==> src/sv/dmwbc_pkg.sv <==
// Shared constants, codes and controller/datapath interface types for the cache.
package dmwbc_pkg;

    localparam int LINE_COUNT   = 64;
    localparam int BLOCK_BYTES  = 16;
    localparam int WORD_BYTES   = 4;
    localparam int MEMORY_BYTES = 65536;

    localparam int ADDR_W   = 16;
    localparam int DATA_W   = 32;
    localparam int COST_W   = 8;
    localparam int COUNT_W  = 32;
    localparam int OP_W     = 2;
    localparam int CFG_IDX_W = 2;

    localparam int BLOCK_W   = BLOCK_BYTES * 8;
    localparam int WORD_W    = WORD_BYTES * 8;
    localparam int OFF_W     = $clog2(BLOCK_BYTES);
    localparam int WOFF_W    = $clog2(WORD_BYTES);
    localparam int SLOT_W    = OFF_W - WOFF_W;
    localparam int IDX_W     = $clog2(LINE_COUNT);
    localparam int TAG_W     = ADDR_W - OFF_W - IDX_W;
    localparam int BACK_ROWS = MEMORY_BYTES / BLOCK_BYTES;
    localparam int BROW_W    = $clog2(BACK_ROWS);

    localparam logic [OP_W-1:0] OP_READ  = 2'd0;
    localparam logic [OP_W-1:0] OP_WRITE = 2'd1;
    localparam logic [OP_W-1:0] OP_CLEAR = 2'd2;

    localparam logic [CFG_IDX_W-1:0] CFG_L1_READ   = 2'd0;
    localparam logic [CFG_IDX_W-1:0] CFG_L1_WRITE  = 2'd1;
    localparam logic [CFG_IDX_W-1:0] CFG_MEM_READ  = 2'd2;
    localparam logic [CFG_IDX_W-1:0] CFG_MEM_WRITE = 2'd3;

    typedef struct packed {
        logic clr_step;
        logic load;
        logic zero_count;
        logic check;
        logic evict;
        logic fill;
        logic access;
        logic finish;
    } t_cmd;

    typedef struct packed {
        logic clr_last;
        logic is_clear;
        logic is_rw;
        logic range_err;
        logic hit;
        logic dirty_victim;
    } t_stat;

endpackage

==> src/sv/dmwbc_ctrl.sv <==
// Controller state machine that sequences clearing, lookup, write-back, fill and access.
module dmwbc_ctrl (
    input  logic            i_clk,
    input  logic            i_rst_n,
    input  logic            start,
    input  dmwbc_pkg::t_stat i_stat,
    output dmwbc_pkg::t_cmd  o_cmd,
    output logic            busy,
    output logic            o_done
);
    import dmwbc_pkg::*;

    localparam logic [2:0] S_CLEAR  = 3'd0;
    localparam logic [2:0] S_IDLE   = 3'd1;
    localparam logic [2:0] S_LOOKUP = 3'd2;
    localparam logic [2:0] S_CMP    = 3'd3;
    localparam logic [2:0] S_FILL   = 3'd4;
    localparam logic [2:0] S_ACCESS = 3'd5;

    logic [2:0] r_state;
    logic [2:0] n_state;
    logic       r_done;
    t_cmd       w_cmd;

    always_comb begin
        n_state = r_state;
        w_cmd   = '0;
        unique case (r_state)
            S_CLEAR: begin
                w_cmd.clr_step = 1'b1;
                if (i_stat.clr_last) begin
                    n_state = S_IDLE;
                end
            end
            S_IDLE: begin
                if (start) begin
                    w_cmd.load = 1'b1;
                    n_state    = S_LOOKUP;
                end
            end
            S_LOOKUP: begin
                priority if (i_stat.is_clear) begin
                    w_cmd.zero_count = 1'b1;
                    w_cmd.finish     = 1'b1;
                    n_state          = S_IDLE;
                end else if (!i_stat.is_rw || i_stat.range_err) begin
                    w_cmd.finish = 1'b1;
                    n_state      = S_IDLE;
                end else begin
                    n_state = S_CMP;
                end
            end
            S_CMP: begin
                w_cmd.check = 1'b1;
                if (i_stat.hit) begin
                    n_state = S_ACCESS;
                end else begin
                    w_cmd.evict = i_stat.dirty_victim;
                    n_state     = S_FILL;
                end
            end
            S_FILL: begin
                w_cmd.fill = 1'b1;
                n_state    = S_ACCESS;
            end
            S_ACCESS: begin
                w_cmd.access = 1'b1;
                w_cmd.finish = 1'b1;
                n_state      = S_IDLE;
            end
            default: begin
                n_state = S_IDLE;
            end
        endcase
    end

    always_ff @(posedge i_clk) begin
        if (!i_rst_n) begin
            r_state <= S_CLEAR;
            r_done  <= 1'b0;
        end else begin
            r_state <= n_state;
            r_done  <= w_cmd.finish;
        end
    end

    assign o_cmd  = w_cmd;
    assign busy   = (r_state != S_IDLE);
    assign o_done = r_done;

`ifndef SYNTHESIS
    a_done_source: assert property (@(posedge i_clk) disable iff (!i_rst_n)
        r_done |-> ($past(r_state) == S_LOOKUP || $past(r_state) == S_ACCESS))
        else $error("result strobe without a finishing state");

    a_fill_after_miss: assert property (@(posedge i_clk) disable iff (!i_rst_n)
        (r_state == S_FILL) |-> ($past(r_state) == S_CMP && !$past(i_stat.hit)))
        else $error("fill entered without a miss");
`endif

endmodule

==> config.mk <==
export PLATFORM = sky130hd
export DESIGN_NAME = dmwbc_ctrl
export DESIGN_NICKNAME = d
export VERILOG_FILES = /design/src/sv/dmwbc_pkg.sv /design/src/sv/dmwbc_ctrl.sv
export SDC_FILE = /design/constraint.sdc
export NUM_CORES = 1
export LEC_CHECK = 0
export BUFFER_PORTS_ARGS = -buffer_cell sky130_fd_sc_hd__buf_2
export CAP_MARGIN = 20
export CORE_AREA = 4 4 41 43
export CTS_BUF_LIST = sky130_fd_sc_hd__clkbuf_16
export CTS_CLUSTER_SIZE = 28
export DETAILED_ROUTE_END_ITERATION = 12
export DIE_AREA = 0 0 45 47
export REMOVE_ABC_BUFFERS = 1
export SLEW_MARGIN = 10
export SYNTH_ARGS = -nofsm -noshare
export SYNTH_HDL_FRONTEND = slang
export SYNTH_SLANG_ARGS = --single-unit
==> constraint.sdc <==
create_clock -name i_clk -period 1.15 [get_ports i_clk]
set_clock_uncertainty 0.05 [all_clocks]
set_input_delay 0.0575 -clock i_clk [delete_from_list [all_inputs] [get_ports i_clk]]
set_output_delay 0.0575 -clock i_clk [all_outputs]
set_load 0.1 [all_outputs]
# Yosys cells after proc, flatten, opt, wreduce, memory -nomap -nowiden
# Index checks and enable logic that the tools add are counted.
[word_totals] inputBits=9 word_cells=32 register_bits=4 out_inout_bits=10
[classes] eq_ne=8 n_mux=18 n_reduce_logical=4
[ops] cell="3-bit case mux with 5 select lines" count=1
[ops] cell="1-bit 2-to-1 mux" count=11
[ops] cell="3-bit 2-to-1 mux" count=3
[ops] cell="3-bit by 2-bit equality test with 1-bit output, second input constant" count=2
[ops] cell="3-bit equality test, second input constant" count=2
[ops] cell="2-bit 2-to-1 mux" count=2
[ops] cell="2-bit inequality test, second input constant" count=2
[ops] cell="3-bit by 1-bit equality test with 1-bit output, second input constant" count=1
[ops] cell="3-bit logical NOT" count=1
[ops] cell="3-bit by 1-bit inequality test with 1-bit output, second input constant" count=1
[ops] cell="1-bit case mux with 2 select lines" count=1
[ops] cell="2-bit AND reduction" count=1
[ops] cell="1-bit logical NOT" count=1
[ops] cell="1-bit logical OR" count=1

# Depth between registers and ports, before layout
[logic_depth] word_depth=5 ltp_mapped=3 depth_no_buf=2

# Worst setup path before layout
# OpenSTA, ideal clock, no wires.
[synth_timing] path_type="register to output" start="register r_state[2]" end="output port o_cmd[0] (netlist name)" required_ns=1.043 path_buffers=1 arrival_ns=2.873 setup_slack_ns=-1.831 stages_incl_launch_ff=4 path_cell_list="dfxtp_1 buf_6 nand2b_1 o31ai_1"
[synth_lines] element="start, declared" line_no="dmwbc_ctrl.sv:20" text="logic [2:0] r_state;"
[synth_lines] element="start signal, assigned" line_no="dmwbc_ctrl.sv:82" text="r_state <= n_state;"
[synth_lines] element="end, declared" line_no="dmwbc_ctrl.sv:7" text="output dmwbc_pkg::t_cmd o_cmd,"

==> run metrics <==
status finished with violations; failing checks setup timing; hpwl dp 696 microns; Layout area overhead 165%; Layout fillers 107; GRT Util Overall 10.5%; drt pass-1 iters 3; share of cells above drive strength 1 80.6%; crit-path cells nand2b_4 > o31ai_2 > buf_4 > buf_12; RD Place Congestion 0.739; total grt overflow 0; Final period util 119%; post-synth top area cell dfxtp_1; Netlist cell types 18; Mapped Cells 31; Worst-path clk slew 0.03 ns; H-tree depth 1; most instantiated cells after synthesis 5 x nand2b_1, 4 x dfxtp_1, 3 x and3b_1; critical path class reg -> out; post-synthesis sequential area ratio 26.4%; first-pass GRT wire length 1.52 mm; placed instance count 74; fmax 733 MHz; Static Leak 0.368 nW; Final #Nets 78; antenna-violating nets left 0; top cells by area, synth dfxtp_1 26%, nand2b_1 10%, and3b_1 8.7%, buf_6 7.4%, o32ai_2 5.4%; Post-synth ARST share 0%; # DRC 0; Hold Slack 0.0509 ns; delay-heaviest family, CP flip-flops; Via Count 382; CP Launch Type flip-flop; most frequent cell after synthesis nand2b_1; Yosys top cell area share 26.4%; PwrDens 1220 nW/um^2; Slowest Stage Delay on Critical Path 0.35 ns; Final Hold Vio Count 0; Final min period 1.36 ns; Worst Path Buf+Inv 2; Crit. End Element output port; worst min path class in -> reg; Die Width 45 microns; initial core utilization 23.3%; PortBufs 18; drt wl/cell 12.5 microns; relative slew slack 68.0%; Clock Path Buffers 2; Site Rows 13; I/O pin count 19; worst-margin pin slew 0.484 ns; Synth Cell Area 303 sq um; Routed WL 1.02 mm; Vias per Instance 4.66; ys flop type dfxtp_1; Non-Filler Instances 82; Worst EP arrival 1.26 ns; Diodes inserted 0; final core occ 61.6%; Clock Sinks 4; slowest CP cell dfxtp_4; TritonCTS buffer count 3; maximum fanout along the worst path 6; worst setup margin -0.213 ns; synthesized area per cell 9.77 sq um; Die ar. 2120 sq um; Post-CTS Hold Buffers 0; worst skew pair latency 0.22 ns; DP Worst Slack -0.0656 ns; Yosys reg bits 4; Warnings, synthesis 0; largest net degree at the start of global routing 9; die height 47 microns; initial antenna violation count 0; Root Driver clkbuf_16; data required time of the worst path 1.04 ns; Pins Over Slew Limit 0; number of global-route vias before repair 393; RSZ-0062 raised after global routing yes; Max-Cap Viols 0; Post-synth EDFFs 0; Fin Setup TNS -1.09 ns; setup violators final 10; number of DRC markers in iteration 0 2; VDD IR max 0.939 mV; CTS tree done; Core Area 1300 sq um
==> path summary, 6_finish.rpt <==
| kind | from | slack [ns] | depth (start not counted) | endpoint |
|---|---|---|---|---|
| max | r_state[2]$_SDFFE_PN0P_ | -0.21 | 4 | o_cmd[0] |
| min | i_rst_n | 0.05 | 2 | r_state[2]$_SDFFE_PN0P_ |
| max reg2reg | r_state[2]$_SDFFE_PN0P_ | -0.01 | 4 | r_state[0]$_SDFFE_PN0P_ |
| min reg2reg | r_state[0]$_SDFFE_PN0P_ | 0.53 | 2 | r_state[0]$_SDFFE_PN0P_ |
==> layer usage <==
layer | vias to the layer above | part of all wire [%] | GRT usage [%] | wire (microns)
met5 | - | 0 | 0 | 0
met4 | 0 | 0 | 3.51 | 0
met3 | 0 | 11 | 6.13 | 109
met2 | 17 | 51 | 18.9 | 520
met1 | 178 | 38 | 9.98 | 392
li1 | 187 | - | - | -
==> placed cells by master (no fill, tap or decap), drive strengths merged <==
cell type / n
inv: 2
and3b: 3
dfxtp: 4
nor3b: 3
nand3b: 1
o21a: 1
o32ai: 1
nor2b: 2
o31ai: 1
a311oi: 1
a32o: 1
nor2: 1
clkbuf: 3
nor3: 1
nand2b: 5
nor4bb: 1
buf: 35
and4bb: 1
==> kinds of logic after synthesis <==
kind of cell / after synthesis / share of synthesized area (%)
and+or+nand+nor: 18 / 45.0
DFF: 4 / 26.4
buffers and inverters: 4 / 9.92
AOI/OAI and AO/OA: 5 / 18.6
==> sequential cells by signal, indices dropped and copies added, names as in the netlist <==
register and cells:
o_done 1, r_state 3
==> layout make-up <==
cell class | instances | area, sq um | area share [%]
inverter | 2 | 7.51 | 0.936
clock buffer | 3 | 75.1 | 9.36
multi-input combinational | 23 | 240 | 30.0
sequential | 4 | 91.3 | 11.4
tap | 15 | 18.8 | 2.34
timing repair buffer | 35 | 369 | 46.0
==> stage by stage <==
| step | instance area (sq um) | total power [W] |
|---|---|---|
| final | 802 | 0.000978 |
| after global routing | 802 | 0.00101 |
| after CTS | 753 | 0.000973 |
| after detailed placement | 614 | 0.000418 |
| after global placement | 614 | 0.000417 |
| after floorplan | 280 | 0.000297 |
==> timing repair <==
action | 4_1_cts | 5_1_grt
setup buffers | 2 | 4
endpoints found under the setup margin | 9 | 10
resized for setup | 18 | 7
pin swaps | 3 | 4
==> power breakdown <==
| group | internal [W] | switching, W |
|---|---|---|
| clock network | 0.000443 | 0.0000905 |
| logic | 0.000130 | 0.000158 |
| registers | 0.000143 | 0.0000127 |
No activity file was read; power rests on OpenSTA's default activity.
